## config.mk

```make
export PLATFORM = sky130hd
export DESIGN_NAME = frame_diff_bounding_box
export DESIGN_NICKNAME = d
export VERILOG_FILES = /design/src/hw/rtl/fdbb_pkg.sv /design/src/hw/rtl/fdbb_scan.sv /design/src/hw/rtl/fdbb_accum.sv /design/src/hw/rtl/frame_diff_bounding_box.sv
export SDC_FILE = /design/constraint.sdc
export NUM_CORES = 1
export LEC_CHECK = 0
export BUFFER_PORTS_ARGS = -buffer_cell sky130_fd_sc_hd__buf_2
export CORE_UTILIZATION = 35
export CTS_CLUSTER_SIZE = 12
export DETAILED_ROUTE_END_ITERATION = 12
export GPL_TIMING_DRIVEN = 0
export PLACE_DENSITY_LB_ADDON = 0.2
export SLEW_MARGIN = 20
export SYNTH_ARGS = -nofsm -noshare
export SYNTH_HDL_FRONTEND = slang
export SYNTH_HIERARCHICAL = 1
export SYNTH_SLANG_ARGS = --single-unit
```

## constraint.sdc

```tcl
create_clock -name clk -period 3.9 [get_ports clk]
set_input_delay 0.585 -clock clk [delete_from_list [all_inputs] [get_ports clk]]
set_output_delay 0.585 -clock clk [all_outputs]
set_load 0.01 [all_outputs]
```

## src/hw/rtl/fdbb_pkg.sv

```systemverilog
`default_nettype none

package fdbb_pkg;

  // Fixed field widths of the configuration, item and result ports.
  localparam int PIX_W     = 8;
  localparam int CFG_W     = 12;
  localparam int COUNT_W   = 23;
  localparam int BOX_W     = 12;
  localparam int CFG_IDX_W = 1;

  // Default frame size limits and register reset value.
  localparam int DEF_MAX_WIDTH  = 2048;
  localparam int DEF_MAX_HEIGHT = 2048;
  localparam logic [CFG_W-1:0] CFG_SIZE_RESET = CFG_W'(2048);

  // The changed-pixel count saturates here.
  localparam logic [COUNT_W-1:0] COUNT_LIMIT = '1;

  // Configuration register indexes.
  typedef enum logic [CFG_IDX_W-1:0] {
    REG_FRAME_WIDTH  = 1'b0,
    REG_FRAME_HEIGHT = 1'b1
  } cfg_reg_t;

  // Per-cycle control shared by the scan counters and the accumulator.
  typedef struct packed {
    logic step;     // an item is accepted this cycle
    logic restart;  // a register write restarts the frame
  } fdbb_ctrl_t;

endpackage

`default_nettype wire

```

## src/hw/rtl/fdbb_scan.sv

```systemverilog
`default_nettype none

module fdbb_scan #(
  parameter int MAX_WIDTH  = fdbb_pkg::DEF_MAX_WIDTH,
  parameter int MAX_HEIGHT = fdbb_pkg::DEF_MAX_HEIGHT,
  localparam int CW = $clog2(MAX_WIDTH + 1),
  localparam int RW = $clog2(MAX_HEIGHT + 1)
) (
  input  wire logic               clk,
  input  wire logic               rst_n,
  input  wire fdbb_pkg::fdbb_ctrl_t ctrl,
  input  wire logic [CW-1:0]      eff_width,
  input  wire logic [RW-1:0]      eff_height,
  output logic      [CW-1:0]      col,
  output logic      [RW-1:0]      row,
  output logic                    last
);
  import fdbb_pkg::*;

  logic [CW-1:0] col_r, col_nxt;
  logic [RW-1:0] row_r, row_nxt;
  logic          row_end;

  // The column counter always stays below the width, so reaching it marks the row end.
  assign row_end = (col_r + CW'(1)) >= eff_width;
  assign last    = row_end && ((row_r + RW'(1)) >= eff_height);
  assign col     = col_r;
  assign row     = row_r;

  always_comb begin
    col_nxt = col_r;
    row_nxt = row_r;
    if (ctrl.restart) begin
      col_nxt = '0;
      row_nxt = '0;
    end else if (ctrl.step) begin
      if (last) begin
        col_nxt = '0;
        row_nxt = '0;
      end else if (row_end) begin
        col_nxt = '0;
        row_nxt = row_r + RW'(1);
      end else begin
        col_nxt = col_r + CW'(1);
      end
    end
  end

  always_ff @(posedge clk) begin
    if (!rst_n) begin
      col_r <= '0;
      row_r <= '0;
    end else begin
      col_r <= col_nxt;
      row_r <= row_nxt;
    end
  end

endmodule

`default_nettype wire

```

## src/hw/rtl/fdbb_accum.sv

```systemverilog
`default_nettype none

module fdbb_accum #(
  parameter int MAX_WIDTH  = fdbb_pkg::DEF_MAX_WIDTH,
  parameter int MAX_HEIGHT = fdbb_pkg::DEF_MAX_HEIGHT,
  localparam int CW = $clog2(MAX_WIDTH + 1),
  localparam int RW = $clog2(MAX_HEIGHT + 1)
) (
  input  wire logic                           clk,
  input  wire logic                           rst_n,
  input  wire fdbb_pkg::fdbb_ctrl_t           ctrl,
  input  wire logic                           changed,
  input  wire logic [CW-1:0]                  col,
  input  wire logic [RW-1:0]                  row,
  input  wire logic                           last,
  output logic      [fdbb_pkg::COUNT_W-1:0]   count,
  output logic      [fdbb_pkg::BOX_W-1:0]     left,
  output logic      [fdbb_pkg::BOX_W-1:0]     top,
  output logic      [fdbb_pkg::BOX_W-1:0]     right,
  output logic      [fdbb_pkg::BOX_W-1:0]     bottom
);
  import fdbb_pkg::*;

  logic [COUNT_W-1:0] count_r, count_upd;
  logic [CW-1:0]      min_col_r, min_col_upd, max_col_r, max_col_upd, col_end;
  logic [RW-1:0]      min_row_r, min_row_upd, max_row_r, max_row_upd, row_end;
  logic               show_box;

  assign col_end = col + CW'(1);
  assign row_end = row + RW'(1);

  // Statistics including the current pixel. The minimums start at all ones,
  // which lies above any position, so the first change always takes over.
  always_comb begin
    count_upd   = count_r;
    min_col_upd = min_col_r;
    min_row_upd = min_row_r;
    max_col_upd = max_col_r;
    max_row_upd = max_row_r;
    if (changed) begin
      if (count_r != COUNT_LIMIT) begin
        count_upd = count_r + COUNT_W'(1);
      end
      if (col < min_col_r) begin
        min_col_upd = col;
      end
      if (row < min_row_r) begin
        min_row_upd = row;
      end
      if (col_end > max_col_r) begin
        max_col_upd = col_end;
      end
      if (row_end > max_row_r) begin
        max_row_upd = row_end;
      end
    end
  end

  assign show_box = last && (count_upd != '0);
  assign count    = count_upd;
  assign left     = show_box ? BOX_W'(min_col_upd) : '0;
  assign top      = show_box ? BOX_W'(min_row_upd) : '0;
  assign right    = show_box ? BOX_W'(max_col_upd) : '0;
  assign bottom   = show_box ? BOX_W'(max_row_upd) : '0;

  always_ff @(posedge clk) begin
    if (!rst_n || ctrl.restart || (ctrl.step && last)) begin
      count_r   <= '0;
      min_col_r <= '1;
      min_row_r <= '1;
      max_col_r <= '0;
      max_row_r <= '0;
    end else if (ctrl.step) begin
      count_r   <= count_upd;
      min_col_r <= min_col_upd;
      min_row_r <= min_row_upd;
      max_col_r <= max_col_upd;
      max_row_r <= max_row_upd;
    end
  end

endmodule

`default_nettype wire

```

## src/hw/rtl/frame_diff_bounding_box.sv

```systemverilog
// Frame difference detector with a changed-region bounding box.
// Input channel (in_valid/in_ready): one item per pixel position, a gray pixel
// from each of two frames, in raster order. Output channel (out_valid/out_ready):
// exactly one result item per input item, carrying the change flag, the running
// count of changed pixels in the current frame and, on the last pixel of the
// frame (out_frame_done high), the half-open box [left,right) x [top,bottom)
// that encloses all changed pixels, or an all-zero box if nothing changed.
// out_valid rises in the cycle after acceptance. Throughput is one item per
// cycle while the receiver keeps up; the path from the input ports through the
// position compare, min/max update and box select into the result register sets
// the clock. The result register holds a finished item while the receiver
// stalls; a new item is accepted in the same cycle that the held one is taken,
// so in_ready falls only while out_valid is high and out_ready is low.
// Reset (rst_n low, synchronous) sets both size registers to 2048 and starts a
// fresh frame. A write on the cfg port (cfg_we) takes effect at once and also
// restarts the frame; a size of zero counts as one and a size above the
// maximum is clamped to MAX_WIDTH or MAX_HEIGHT.
`default_nettype none

module frame_diff_bounding_box #(
  parameter int MAX_WIDTH  = fdbb_pkg::DEF_MAX_WIDTH,
  parameter int MAX_HEIGHT = fdbb_pkg::DEF_MAX_HEIGHT
) (
  input  wire logic                           clk,
  input  wire logic                           rst_n,
  // Configuration write port.
  input  wire logic                           cfg_we,
  input  wire logic [fdbb_pkg::CFG_IDX_W-1:0] cfg_index,
  input  wire logic [fdbb_pkg::CFG_W-1:0]     cfg_wdata,
  // Pixel pair items.
  input  wire logic                           in_valid,
  output logic                                in_ready,
  input  wire logic [fdbb_pkg::PIX_W-1:0]     in_pixel_first,
  input  wire logic [fdbb_pkg::PIX_W-1:0]     in_pixel_second,
  // Result items.
  output logic                                out_valid,
  input  wire logic                           out_ready,
  output logic                                out_pixel_changed,
  output logic                                out_frame_done,
  output logic      [fdbb_pkg::COUNT_W-1:0]   out_change_count,
  output logic      [fdbb_pkg::BOX_W-1:0]     out_box_left,
  output logic      [fdbb_pkg::BOX_W-1:0]     out_box_top,
  output logic      [fdbb_pkg::BOX_W-1:0]     out_box_right,
  output logic      [fdbb_pkg::BOX_W-1:0]     out_box_bottom
);
  import fdbb_pkg::*;

  localparam int CW   = $clog2(MAX_WIDTH + 1);
  localparam int RW   = $clog2(MAX_HEIGHT + 1);
  // Compare widths wide enough for both the register and the limit.
  localparam int SW_W = ((CW > CFG_W) ? CW : CFG_W) + 1;
  localparam int SW_H = ((RW > CFG_W) ? RW : CFG_W) + 1;

  // Size registers, kept as written; the clamp is applied on the way out.
  logic [CFG_W-1:0] frame_width_r, frame_width_nxt;
  logic [CFG_W-1:0] frame_height_r, frame_height_nxt;
  logic [CW-1:0]    eff_width;
  logic [RW-1:0]    eff_height;

  always_comb begin
    frame_width_nxt  = frame_width_r;
    frame_height_nxt = frame_height_r;
    if (cfg_we) begin
      case (cfg_reg_t'(cfg_index))
        REG_FRAME_WIDTH:  frame_width_nxt  = cfg_wdata;
        REG_FRAME_HEIGHT: frame_height_nxt = cfg_wdata;
        default: begin
          frame_width_nxt  = frame_width_r;
          frame_height_nxt = frame_height_r;
        end
      endcase
    end
  end

  always_ff @(posedge clk) begin
    if (!rst_n) begin
      frame_width_r  <= CFG_SIZE_RESET;
      frame_height_r <= CFG_SIZE_RESET;
    end else begin
      frame_width_r  <= frame_width_nxt;
      frame_height_r <= frame_height_nxt;
    end
  end

  // Effective sizes: zero reads as one, anything above the limit as the limit.
  always_comb begin
    if (frame_width_r == '0) begin
      eff_width = CW'(1);
    end else if (SW_W'(frame_width_r) > SW_W'(MAX_WIDTH)) begin
      eff_width = CW'(MAX_WIDTH);
    end else begin
      eff_width = CW'(frame_width_r);
    end
    if (frame_height_r == '0) begin
      eff_height = RW'(1);
    end else if (SW_H'(frame_height_r) > SW_H'(MAX_HEIGHT)) begin
      eff_height = RW'(MAX_HEIGHT);
    end else begin
      eff_height = RW'(frame_height_r);
    end
  end

  // Handshake. The result register frees up when its item is taken, so the
  // input side keeps moving as long as the receiver does.
  logic       accept;
  fdbb_ctrl_t ctrl;

  assign in_ready     = !out_valid || out_ready;
  assign accept       = in_valid && in_ready;
  assign ctrl.step    = accept;
  assign ctrl.restart = cfg_we;

  // Raster position of the item being accepted.
  logic [CW-1:0] col;
  logic [RW-1:0] row;
  logic          last;

  fdbb_scan #(
    .MAX_WIDTH  (MAX_WIDTH),
    .MAX_HEIGHT (MAX_HEIGHT)
  ) u_scan (
    .clk        (clk),
    .rst_n      (rst_n),
    .ctrl       (ctrl),
    .eff_width  (eff_width),
    .eff_height (eff_height),
    .col        (col),
    .row        (row),
    .last       (last)
  );

  // A pixel changed when the two frames disagree at this position.
  logic changed;
  assign changed = in_pixel_first != in_pixel_second;

  logic [COUNT_W-1:0] count;
  logic [BOX_W-1:0]   left, top, right, bottom;

  fdbb_accum #(
    .MAX_WIDTH  (MAX_WIDTH),
    .MAX_HEIGHT (MAX_HEIGHT)
  ) u_accum (
    .clk     (clk),
    .rst_n   (rst_n),
    .ctrl    (ctrl),
    .changed (changed),
    .col     (col),
    .row     (row),
    .last    (last),
    .count   (count),
    .left    (left),
    .top     (top),
    .right   (right),
    .bottom  (bottom)
  );

  // Result register.
  logic               out_valid_r;
  logic               changed_r, done_r;
  logic [COUNT_W-1:0] count_r;
  logic [BOX_W-1:0]   left_r, top_r, right_r, bottom_r;

  always_ff @(posedge clk) begin
    if (!rst_n) begin
      out_valid_r <= 1'b0;
    end else if (accept) begin
      out_valid_r <= 1'b1;
    end else if (out_ready) begin
      out_valid_r <= 1'b0;
    end
  end

  always_ff @(posedge clk) begin
    if (accept) begin
      changed_r <= changed;
      done_r    <= last;
      count_r   <= count;
      left_r    <= left;
      top_r     <= top;
      right_r   <= right;
      bottom_r  <= bottom;
    end
  end

  assign out_valid         = out_valid_r;
  assign out_pixel_changed = changed_r;
  assign out_frame_done    = done_r;
  assign out_change_count  = count_r;
  assign out_box_left      = left_r;
  assign out_box_top       = top_r;
  assign out_box_right     = right_r;
  assign out_box_bottom    = bottom_r;

  // A held result blocks new items until it is taken.
  assert property (@(posedge clk) disable iff (!rst_n)
    (out_valid && !out_ready) |-> !in_ready)
    else $error("item accepted while result register is stalled");

  // The box is only reported on the last pixel of a frame with changes.
  assert property (@(posedge clk) disable iff (!rst_n)
    (out_valid && (!out_frame_done || out_change_count == '0)) |->
      (out_box_left == '0 && out_box_top == '0 &&
       out_box_right == '0 && out_box_bottom == '0))
    else $error("nonzero box outside a frame end with changes");

  // A reported box is never empty.
  assert property (@(posedge clk) disable iff (!rst_n)
    (out_valid && out_frame_done && out_change_count != '0) |->
      (out_box_left < out_box_right && out_box_top < out_box_bottom))
    else $error("empty bounding box reported with changes counted");

  // A changed pixel is always included in the count.
  assert property (@(posedge clk) disable iff (!rst_n)
    (out_valid && out_pixel_changed) |-> (out_change_count != '0))
    else $error("changed pixel with zero count");

endmodule

`default_nettype wire
```

==> key figures, run 1 <==
Synthesis
  – Cells after Synth: 1171
  – Top cell type's share of synthesized area: 22.0%
  – Mapped Area: 10900 µm²
  – FF+latch count, synth: 193
  – Distinct cells, synth: 67
  – Synthesized area per cell: 9.31 µm²
  – Syn nets: 1280
  – Sequential fraction of the synthesis area: 42.1%
  – Largest cells by area after synthesis: dfxtp_1 22%, edfxtp_1 20%, ha_1 8.6%, mux2i_1 4.6%, nor2_1 4.3%
  – Area leader, netlist: dfxtp_1
  – Yosys warns: 6
  – Ys flop type: dfxtp_1
  – Synth async-reset ratio: 0%
  – Number of synthesized flops with an enable pin: 73

CTS
  – Num CTS Buffers: 17
  – CTS clk-pin slew, worst paths: 0.07 ns
  – CTS tree: yes
  – CTS H-tree lvls: 4
  – Clock tree buffer depth: 2
  – Num Clock Sinks: 193
  – Clock Latency Late Sink: 0.44 ns
  – Root Driver: clkbuf_16

Critical path
  – Critical R2R Launch: u_accum/count_r[1]$_SDFFE_PP0P_
  – Crit end category: flop
  – Type of origin of the critical path: flop
  – Worst r2r dst: out_box_bottom[2]$_DFFE_PP_
  – Critical Path Sink: out_box_bottom[2]$_DFFE_PP_
  – Reg2Reg Setup Slack: 0.20 ns
  – Crit path from: u_accum/count_r[1]$_SDFFE_PP0P_
  – R2R cell count: 10
  – Setup CP Type: flop to flop
  – CP Max Fanout: 10
  – CP Data Arrival Time: 3.87 ns
  – Critical Path RT: 4.08 ns

Die
  – Die span in x: 179 µm
  – Die Y: 179 µm
  – Core area: 30600 µm²
  – Io pins: 109
  – Cell row count: 64
  – Die ar.: 31900 µm²
  – Starting Density: 35.6%

Global route
  – Largest net degree at the start of global routing: 57
  – Met1 Usage GRT: 23.0%
  – GRT busiest layer: met2
  – Initial antenna violation count: 0
  – Vias in the first global route: 8138
  – First-pass GRT wire length: 42.5 mm
  – Grt met3 use: 2.62%
  – GRT met2 Usage: 27.8%
  – Total track usage: 17.1%
  – Overflow after GRT: 0

Final layout
  – Diodes inserted: 0
  – Finished Cell Area: 12800 µm²
  – Layout fillers: 3097
  – Finished Layout Cells: 1717
  – Area growth, synth to finish: 17.6%
  – Share of cells above drive strength 1: 17.9%
  – Footprint of the multi-input gates: 5780 µm²
  – Final Util: 41.9%
  – Final #Nets: 1417
  – Reg area: 4620 µm²

Route
  – Iter 0 DRT Violations: 423
  – WL/cell: 15.3 µm
  – Drt drc: 0
  – Via count: 8697
  – Antenna-violating nets left: 0
  – DRT Pass-1 Iters: 5
  – Routed wire length: 26.3 mm
  – Vias per Instance: 5.07

Power and ir drop
  – Pwr/cell area: 391 nW/µm²
  – Design Power: 5.01 mW
  – VDD IR max: 0.287 mV
  – Leakage: 5.59 nW

Placement
  – IO Port Bufs: 108
  – Routability Congestion: 0.841
  – Area post-placement: 12000 µm²
  – Inst Count DP: 1676
  – HPWL Detailed: 19.5 mm

STA
  – Slew Limit Headroom: 43.9%
  – RSZ-0062 raised after global routing: true
  – Fmax: 0.271 GHz
  – Fin. max-slew vios: 0
  – Final Critical Period: 3.70 ns
  – Fin. Hold Viols: 0
  – Clock skew: 0.0190 ns
  – Period utilisation layout: 94.8%
  – Final number of setup-violating endpoints: 0
  – Min Hold Slack: 0.389 ns
  – Worst-Margin Slew: 0.836 ns

Hold path
  – Hold Path Depth: 3
  – Hold Path Class: input pin to flop

Outcome
  – Status: completed

Flow run
  – Max-Cap Viols: 0
worst min-delay path by stage:
stage / startpoint / endpoint / slack [ns]
2_1_floorplan: frame_height_r[0]$_SDFFE_PN0P_ / frame_height_r[0]$_SDFFE_PN0P_ / 0.44
4_1_cts: cfg_wdata[11] / frame_height_r[11]$_SDFFE_PN1P_ / 0.37
3_5_place_dp: frame_height_r[7]$_SDFFE_PN0P_ / frame_height_r[7]$_SDFFE_PN0P_ / 0.46
3_3_place_gp: frame_height_r[7]$_SDFFE_PN0P_ / frame_height_r[7]$_SDFFE_PN0P_ / 0.46
6_report: cfg_wdata[11] / frame_height_r[11]$_SDFFE_PN1P_ / 0.39
5_1_grt: in_valid / out_valid$_SDFFE_PN0P_ / 0.38
registers in the layout, summed over array words and instances, names as in the netlist:
name,count
out_change_count,23
u_accum/count_r,23
frame_height_r,12
frame_width_r,12
out_box_bottom,12
out_box_left,12
out_box_right,12
out_box_top,12
u_accum/max_col_r,12
u_accum/max_row_r,12
u_accum/min_col_r,12
u_accum/min_row_r,12
u_scan/col,12
u_scan/row,12
out_frame_done,1
out_pixel_changed,1
out_valid,1
cell type report:
type,instances,area share (%)
tap,396,3.86
sequential,193,36.0
clock inverter,9,0.849
buffer,65,2.72
multi-input combinational,834,45.1
clock buffer,23,4.17
timing repair buffer,119,5.01
inverter,78,2.28
routing by layer:
| metal | wire length, µm | share of wire, % | up-vias |
|---|---|---|---|
| li1 | - | - | 4399 |
| met1 | 12800 | 49 | 4087 |
| met2 | 12100 | 46 | 182 |
| met3 | 958 | 3.6 | 29 |
| met4 | 485 | 1.8 | 0 |
| met5 | 0 | 0 | - |
cells in the mapped netlist, drive strengths merged, types with 13 or more instances:
master / number
dfxtp: 120
xor2: 48
nor3: 13
buf: 35
inv: 77
clkbuf: 31
nor2b: 22
a211oi: 33
a21boi: 24
nand3: 37
mux2i: 50
nand4: 21
ha: 75
nand2: 125
edfxtp: 73
o21ai: 24
xnor2: 45
o211ai: 27
and3: 23
nor2: 126
a21oi: 17
cells by family (layout without fill, tap and decap cells):
kind of cell / Yosys count / in the layout / share of synthesized area, %
buf+inv: 144 / 294 / 5.58
compound gates: 187 / 187 / 12.5
fa+ha+maj: 75 / 75 / 8.61
flops: 193 / 193 / 42.1
xor+xnor: 93 / 93 / 7.47
simple gates: 428 / 428 / 19.0
mux: 51 / 51 / 4.69
stage by stage:
stage               worst slack (ns)  setup TNS (ns)
floorplan                      0.119               0
global placement               -1.29          -98.19
detailed placement             -1.34         -103.27
CTS                           0.0184               0
global route                 -0.0451         -0.0553
finish                         0.204               0
power by group:
group	total (mW)	switching (mW)	internal, mW
clock	1.89	0.781	1.11
sequential	2.23	0.0450	2.18
combinational	0.896	0.531	0.366
critical path, cell delays in order, from the launching register on:
cell and delay (ns):
dfxtp_1 0.48, ha_1 0.34, nand4_1 0.21, or4_1 0.56
nor2_1 0.21, xor2_1 0.14, or4b_1 0.58, o41ai_4 0.39
buf_4 0.28, buf_6 0.17, nor2_1 0.08
placed cells by master, fill, tap and decap left out, drive strengths merged, types with 3 or more instances in the layout:
cell	Yosys	final
clkinv	1	4
or2	5	5
nand3	37	37
nand2	125	125
mux2i	50	50
edfxtp	73	73
and4	10	10
a22o	3	3
a21boi	24	24
or3	5	5
a2111oi	4	4
inv	77	81
a21o	12	12
xor2	48	48
and3	23	23
xnor2	45	45
dfxtp	120	120
clkbuf	31	53
nand4	21	21
a211o	4	4
o21ai	24	24
a31oi	8	8
a21oi	17	17
buf	35	154
o211ai	27	27
nand3b	4	4
nand2b	10	10
nor2	126	126
nor4	8	8
a211oi	33	33
or4	3	3
and2	7	7
nor3	13	13
a32o	9	9
ha	75	75
o31ai	4	4
nor2b	22	22
timing repair:
item,in CTS,in global routing
cloned,0,0
endpoints found under the hold margin,0,0
gates resized for setup,35,25
hold buffers,0,0
pin swaps,0,3
setup buffers,0,10
endpoints found under the setup margin,127,130
Power figures use the tool's default switching activity.
==> inputs of run 2 (changes only) <==
--- a/config.mk
+++ b/config.mk
@@ -10,7 +10,7 @@
 export CTS_CLUSTER_SIZE = 12
 export DETAILED_ROUTE_END_ITERATION = 12
 export GPL_TIMING_DRIVEN = 0
-export PLACE_DENSITY_LB_ADDON = 0.2
+export PLACE_DENSITY_LB_ADDON = 0.12
 export SLEW_MARGIN = 20
 export SYNTH_ARGS = -nofsm -noshare
 export SYNTH_HDL_FRONTEND = slang
==> run 2 against run 1 <==
Compared with the run above: total power fell by 1.5%; worst hold slack gained 0.0043 ns; final cell count about the same; register-to-register slack better by 0.04 ns; setup slack gained 0.037 ns; critical path type unchanged; sequential share of layout area increased by 0.10 points; combinational power up 0.8%.
==> key figures, run 2 (synthesis gave the netlist of run 1 again) <==
Outcome
  – Status: completed (unchanged)

STA
  – Min Hold Slack: 0.394 ns (was 0.389 ns)
  – Fin. Hold Viols: 0 (unchanged)
  – PnR worst setup slack: 0.241 ns (was 0.204 ns)
  – Final number of setup-violating endpoints: 0 (unchanged)
  – Fin. max-slew vios: 0 (unchanged)
  – Worst-Margin Slew: 0.757 ns (was 0.836 ns)
  – Fmax: 0.273 GHz (was 0.271 GHz)
  – Final Critical Period: 3.66 ns (was 3.70 ns)
  – Period utilisation layout: 93.8% (was 94.8%)
  – Clock skew: 0.0140 ns (was 0.0190 ns)
  – Slew Limit Headroom: 49.2% (was 43.9%)
  – Total negative slack: 0 ns (unchanged)

Critical path
  – Critical Path RT: 4.08 ns (about the same)
  – Worst r2r dst: out_box_bottom[3]$_DFFE_PP_ (was out_box_bottom[2]$_DFFE_PP_)
  – R2R cell count: 10 (unchanged)
  – CP Max Fanout: 10 (unchanged)
  – Crit path from: u_accum/count_r[1]$_SDFFE_PP0P_ (unchanged)
  – Crit. path cell count: 10 (unchanged)
  – Crit end category: flop (unchanged)
  – Setup CP Type: flop to flop (unchanged)
  – CP dominant cell by count: nor2_1 (unchanged)
  – Reg2Reg Setup Slack: 0.24 ns (was 0.20 ns)
  – CP max stage cell: or4b_1 (unchanged)
  – CP Data Arrival Time: 3.84 ns (was 3.87 ns)
  – Critical R2R Launch: u_accum/count_r[1]$_SDFFE_PP0P_ (unchanged)
  – Critical Path Sink: out_box_bottom[3]$_DFFE_PP_ (was out_box_bottom[2]$_DFFE_PP_)
  – Type of origin of the critical path: flop (unchanged)
  – Buf/Inv on CP: 2 (unchanged)
  – CP delay by family, top: simple AND/OR/NAND/NOR gates (unchanged)
  – Critical Path Max Stage Delay: 0.59 ns (was 0.58 ns)
  – Cell Chain, Critical Path: ha_2, nand4_1, or4_1, nor2_1, xor2_1, or4b_1, o41ai_4, buf_4, buf_6, nor2_1 (was ha_1, nand4_1, or4_1, nor2_1, xor2_1, or4b_1, o41ai_4, buf_4, buf_6, nor2_1)

Global route
  – Overflow after GRT: 0 (unchanged)
  – Largest net degree at the start of global routing: 42 (was 57)
  – First-pass GRT wire length: 43.0 mm (was 42.5 mm)
  – Met1 Usage GRT: 24.3% (was 23.0%)
  – Grt met3 use: 2.77% (was 2.62%)
  – GRT busiest layer: met2 (unchanged)
  – Total track usage: 17.3% (was 17.1%)
  – Vias in the first global route: 7988 (was 8138)
  – GRT met2 Usage: 27.5% (was 27.8%)
  – Initial antenna violation count: 0 (unchanged)

Final layout
  – Commonest non-fill, non-tap cells in the layout: 136 x buf_2, 125 x nand2_1, 124 x nor2_1 (unchanged)
  – Most common cell after layout, fill and taps aside: buf_2 (unchanged)
  – Area growth, synth to finish: 17.2% (was 17.6%)
  – Layout fillers: 3111 (was 3097)
  – Diodes inserted: 0 (unchanged)
  – Finished Cell Area: 12800 µm² (about the same)
  – Finished Layout Cells: 1716 (was 1717)
  – Final Util: 41.8% (was 41.9%)
  – Final #Nets: 1416 (was 1417)
  – Share of cells above drive strength 1: 17.9% (about the same)

Route
  – DRT Pass-1 Iters: 8 (was 5)
  – Drt drc: 0 (unchanged)
  – Routed wire length: 26.7 mm (was 26.3 mm)
  – Via count: 8535 (was 8697)
  – Iter 0 DRT Violations: 435 (was 423)
  – WL/cell: 15.6 µm (was 15.3 µm)
  – Vias per Instance: 4.97 (was 5.07)
  – Antenna-violating nets left: 0 (unchanged)

CTS
  – Clock Latency Late Sink: 0.44 ns (about the same)
  – CTS H-tree lvls: 4 (unchanged)
  – Clock tree buffer depth: 2 (unchanged)
  – Root Driver: clkbuf_16 (unchanged)
  – Num CTS Buffers: 17 (unchanged)
  – CTS clk-pin slew, worst paths: 0.08 ns (was 0.07 ns)
  – CTS tree: yes (unchanged)
  – Num Clock Sinks: 193 (unchanged)

Die
  – Die span in x: 179 µm (unchanged)
  – Die ar.: 31900 µm² (unchanged)
  – Cell row count: 64 (unchanged)
  – Starting Density: 35.6% (unchanged)
  – Io pins: 109 (unchanged)
  – Core area: 30600 µm² (unchanged)
  – Die Y: 179 µm (unchanged)

Placement
  – Worst slack, placed: -1.35 ns (was -1.34 ns)
  – HPWL Detailed: 19.7 mm (was 19.5 mm)
  – IO Port Bufs: 108 (unchanged)
  – Routability Congestion: 0.828 (was 0.841)
  – Inst Count DP: 1676 (unchanged)
  – Area post-placement: 12000 µm² (about the same)

Flow run
  – Max-Cap Viols: 0 (unchanged)

Power and ir drop
  – VDD IR max: 0.244 mV (was 0.287 mV)
  – Combinational fraction of design power: 18.3% (was 17.9%)
  – Pwr/cell area: 386 nW/µm² (was 391 nW/µm²)
  – Cell-internal power: 3.56 mW (was 3.65 mW)
  – Clock network power share: 36.6% (was 37.7%)
  – Switching power of the nets: 1.38 mW (was 1.36 mW)
  – Sw Ratio: 27.9% (was 27.1%)
  – Seq pwr share: 45.1% (was 44.4%)
  – Design Power: 4.94 mW (was 5.01 mW)
  – Leakage: 5.55 nW (was 5.59 nW)

Hold path
  – Hold Path Depth: 3 (unchanged)
  – Hold Path Class: input pin to flop (unchanged)
==> run 2: cell types whose count changed in the layout (fill, tap and decap cells not counted), sizes merged <==
cell and change:
clkinv +2, buf -1, clkbuf -4, bufinv +1, inv -2, clkinvlp +3
==> run 2: metal layers <==
| layer | wire length, µm | part of all wire (%) |
|---|---|---|
| met1 | 13400 | 50 |
| met2 | 12100 | 45 |
| met3 | 999 | 3.7 |
| met4 | 216 | 0.81 |
| met5 | 0 | 0 |
==> run 2: timing repair <==
| item | 4_1_cts | 5_1_grt |
|---|---|---|
| resized for setup | 39 | 26 |
| hold buffers | 0 | 0 |
| endpoints found under the setup margin | 127 | 119 |
| pin swaps | 0 | 1 |
| setup buffers | 1 | 8 |
==> run 2: power by group through the flow <==
stage / registers [mW] / clock network, mW / logic (mW)
floorplan: 2.29 / 0 / 0.595
global placement: 2.28 / 0 / 0.844
detailed placement: 2.28 / 0 / 0.844
CTS: 2.23 / 1.86 / 0.883
global route: 2.24 / 1.94 / 1.01
finish: 2.23 / 1.81 / 0.903
==> run 2: how the worst min path moves through the flow <==
stage / startpoint / end / slack (ns)
2_1_floorplan: frame_height_r[0]$_SDFFE_PN0P_ / frame_height_r[0]$_SDFFE_PN0P_ / 0.44
3_3_place_gp: u_accum/max_col_r[1]$_SDFFE_PP0P_ / u_accum/max_col_r[1]$_SDFFE_PP0P_ / 0.46
3_5_place_dp: frame_height_r[6]$_SDFFE_PN0P_ / frame_height_r[6]$_SDFFE_PN0P_ / 0.46
4_1_cts: cfg_wdata[11] / frame_height_r[11]$_SDFFE_PN1P_ / 0.37
5_1_grt: cfg_wdata[2] / frame_height_r[2]$_SDFFE_PN0P_ / 0.39
6_report: cfg_wdata[10] / frame_height_r[10]$_SDFFE_PN0P_ / 0.39
==> run 2: area by class of cell <==
| class | instances | area [µm²] | share of cell area (%) |
|---|---|---|---|
| well taps | 396 | 495 | 3.88 |
| flip-flops and latches | 193 | 4620 | 36.2 |
| clock buffers | 19 | 433 | 3.39 |
| inverters | 78 | 293 | 2.29 |
| clock inverters | 13 | 161 | 1.26 |
| repair buffers | 118 | 628 | 4.91 |
| plain buffers | 65 | 363 | 2.84 |
| multi-input cells | 834 | 5790 | 45.3 |
==> run 2: worst register-to-register path, delay by kind of cell (launching register included) <==
kind / cells / cell delay [ns]
xor gates and xnor gates: 1 / 0.14
adders and majority gates: 1 / 0.30
and+or+nand+nor: 5 / 1.65
AOI/OAI and AO/OA: 1 / 0.39
DFF: 1 / 0.48
buffers and inverters: 2 / 0.44
==> inputs of run 3 (changes only) <==
--- a/config.mk
+++ b/config.mk
@@ -6,6 +6,7 @@
 export NUM_CORES = 1
 export LEC_CHECK = 0
 export BUFFER_PORTS_ARGS = -buffer_cell sky130_fd_sc_hd__buf_2
+export CORE_ASPECT_RATIO = 1.2
 export CORE_UTILIZATION = 35
 export CTS_CLUSTER_SIZE = 12
 export DETAILED_ROUTE_END_ITERATION = 12
==> run 3 against run 2 <==
Compared with the run above: die area hardly changed; wire length is 0.93% lower; worst hold slack worse by 0.0046 ns; largest power group unchanged; critical path type unchanged; sequential power hardly changed.
==> key figures, run 3 (synthesis gave the netlist of run 1 again) <==
STA
  – Slew Limit Headroom: 49.0% (was 49.2%)
  – Final number of setup-violating endpoints: 0 (unchanged)
  – Total negative slack: 0 ns (unchanged)
  – Fmax: 0.269 GHz (was 0.273 GHz)
  – Period utilisation layout: 95.4% (was 93.8%)
  – Fin. Hold Viols: 0 (unchanged)
  – Clock skew: 0.0150 ns (was 0.0140 ns)
  – Final Critical Period: 3.72 ns (was 3.66 ns)
  – Worst-Margin Slew: 0.760 ns (was 0.757 ns)
  – PnR worst setup slack: 0.178 ns (was 0.241 ns)
  – Fin. max-slew vios: 0 (unchanged)

Critical path
  – CP max stage cell: or4_1 (was or4b_1)
  – Reg2Reg Setup Slack: 0.18 ns (was 0.24 ns)
  – Critical Path Max Stage Delay: 0.60 ns (was 0.59 ns)
  – Setup CP Type: flop to flop (unchanged)
  – CP delay by family, top: simple AND/OR/NAND/NOR gates (unchanged)
  – CP Data Arrival Time: 3.92 ns (was 3.84 ns)
  – Type of origin of the critical path: flop (unchanged)
  – Critical R2R Launch: u_accum/count_r[1]$_SDFFE_PP0P_ (unchanged)
  – Critical Path RT: 4.09 ns (was 4.08 ns)
  – CP Max Fanout: 10 (unchanged)
  – R2R cell count: 10 (unchanged)
  – Buf/Inv on CP: 2 (unchanged)
  – Crit end category: flop (unchanged)
  – Worst r2r dst: out_box_bottom[1]$_DFFE_PP_ (was out_box_bottom[3]$_DFFE_PP_)
  – Cell Chain, Critical Path: ha_1, nand4_1, or4_1, nor3_2, mux2i_1, o2111ai_1, o41ai_4, buf_4, buf_6, nor2_1 (was ha_2, nand4_1, or4_1, nor2_1, xor2_1, or4b_1, o41ai_4, buf_4, buf_6, nor2_1)

Route
  – Antenna-violating nets left: 0 (unchanged)
  – Drt drc: 0 (unchanged)
  – Iter 0 DRT Violations: 356 (was 435)
  – Routed wire length: 26.5 mm (was 26.7 mm)
  – Via count: 8541 (was 8535)
  – Vias per Instance: 4.98 (was 4.97)
  – DRT Pass-1 Iters: 5 (was 8)
  – WL/cell: 15.4 µm (was 15.6 µm)

CTS
  – Clock Latency Late Sink: 0.45 ns (was 0.44 ns)
  – Num CTS Buffers: 17 (unchanged)
  – CTS clk-pin slew, worst paths: 0.07 ns (was 0.08 ns)
  – Num Clock Sinks: 193 (unchanged)
  – CTS tree: yes (unchanged)
  – Root Driver: clkbuf_16 (unchanged)
  – CTS H-tree lvls: 4 (unchanged)
  – Clock tree buffer depth: 2 (unchanged)

Global route
  – Initial antenna violation count: 0 (unchanged)
  – Total track usage: 17.3% (about the same)
  – First-pass GRT wire length: 42.8 mm (was 43.0 mm)
  – Overflow after GRT: 0 (unchanged)
  – Largest net degree at the start of global routing: 44 (was 42)
  – Vias in the first global route: 8302 (was 7988)

Die
  – Core area: 30600 µm² (about the same)
  – Die Y: 195 µm (was 179 µm)
  – Die span in x: 163 µm (was 179 µm)
  – Die ar.: 31900 µm² (about the same)
  – Io pins: 109 (unchanged)
  – Cell row count: 70 (was 64)
  – Starting Density: 35.7% (was 35.6%)

Final layout
  – Footprint of the multi-input gates: 5780 µm² (was 5790 µm²)
  – Layout fillers: 3117 (was 3111)
  – Share of cells above drive strength 1: 17.3% (was 17.9%)
  – Diodes inserted: 0 (unchanged)
  – Commonest non-fill, non-tap cells in the layout: 136 x buf_2, 125 x nor2_1, 125 x nand2_1 (was 136 x buf_2, 125 x nand2_1, 124 x nor2_1)
  – Area growth, synth to finish: 17.4% (was 17.2%)
  – Final #Nets: 1416 (unchanged)
  – Reg area: 4620 µm² (about the same)
  – Most common cell after layout, fill and taps aside: buf_2 (unchanged)

Placement
  – HPWL Detailed: 20.1 mm (was 19.7 mm)
  – Routability Congestion: 0.911 (was 0.828)
  – Worst slack, placed: -1.37 ns (was -1.35 ns)
  – IO Port Bufs: 108 (unchanged)

Hold path
  – Hold Path Class: input pin to flop (unchanged)
  – Hold Path Depth: 3 (unchanged)
  – Hold Crit Endpoint: frame_width_r[2]$_SDFFE_PN0P_ (was frame_height_r[10]$_SDFFE_PN0P_)
  – Worst Hold Launch: cfg_wdata[2] (was cfg_wdata[10])

Power and ir drop
  – Leakage: 5.57 nW (was 5.55 nW)
  – Design Power: 4.98 mW (was 4.94 mW)
  – VDD IR max: 0.186 mV (was 0.244 mV)
  – Pwr/cell area: 389 nW/µm² (was 386 nW/µm²)

Flow run
  – Max-Cap Viols: 0 (unchanged)

Outcome
  – Status: completed (unchanged)
run 3: cell count changes in the layout (fill, tap and decap cells not counted), sizes merged:
cell / change
bufinv: -3
clkbuf: +8
clkinv: -1
clkinvlp: -3
inv: -1
run 3: cell type report:
class                      instances  share of cell area [%]
buffer                            65                    2.78
inverter                          78                    2.29
clock inverter                     5                   0.235
timing repair buffer             118                    4.91
tap                              396                    3.87
multi-input combinational        834                    45.2
sequential                       193                    36.1
clock buffer                      27                    4.69
run 3: worst register-to-register path, delay by kind of cell (launching register included):
family	cells	cell delay, ns
adder cells (fa/ha/maj)	1	0.32
buffers and inverters	2	0.44
flip-flops	1	0.47
multiplexers	1	0.24
AO/OA/AOI/OAI	2	0.85
AND/OR/NAND/NOR	4	1.17
run 3: per-layer routing:
metal / GRT usage [%] / up-vias / wire length (µm)
li1: - / 4408 / -
met1: 20.5 / 3986 / 11700
met2: 30.7 / 124 / 13400
met3: 2.99 / 23 / 815
met4: 6.47 / 0 / 549
met5: 0 / - / 0
run 3: worst max path at each step:
| stage | cells after the start | slack (ns) | start | end |
|---|---|---|---|---|
| 6_report | 10 | 0.18 | u_accum/count_r[1]$_SDFFE_PP0P_ | out_box_bottom[1]$_DFFE_PP_ |
| 5_1_grt | 16 | -0.002 | u_scan/row[2]$_SDFFE_PP0P_ | u_accum/max_col_r[10]$_SDFFE_PP0P_ |
| 4_1_cts | 16 | 0.001 | u_scan/col[0]$_SDFFE_PP0P_ | u_accum/max_col_r[10]$_SDFFE_PP0P_ |
| 3_5_place_dp | 16 | -1.37 | u_scan/col[0]$_SDFFE_PP0P_ | u_accum/min_row_r[4]$_SDFFE_PP1P_ |
| 3_3_place_gp | 16 | -1.39 | u_scan/col[0]$_SDFFE_PP0P_ | u_accum/min_col_r[7]$_SDFFE_PP1P_ |
| 2_1_floorplan | 16 | 0.12 | u_scan/col[0]$_SDFFE_PP0P_ | u_accum/min_col_r[10]$_SDFFE_PP1P_ |
run 3: through the flow:
stage	cells	utilization (%)	area [µm²]	hold slack [ns]
2_1_floorplan	1171	-	10900	0.443
3_3_place_gp	1675	39.1	11900	0.459
3_5_place_dp	1676	39.1	12000	0.459
4_1_cts	1707	41.5	12700	0.365
5_1_grt	1716	41.9	12800	0.387
6_report	1716	41.9	12800	0.389
run 3: power by group:
group          internal (mW)  switching (mW)
logic                  0.382           0.536
registers               2.18          0.0447
clock network           1.06           0.766
total                   3.63            1.35
run 3: timing repair:
action,4_1_cts,5_1_grt
setup buffers,0,9
resized for setup,39,16
hold buffers,0,0
endpoints found under the setup margin,132,108
gates cloned,0,0
pin swaps,0,3
hold endpoints to repair,0,0
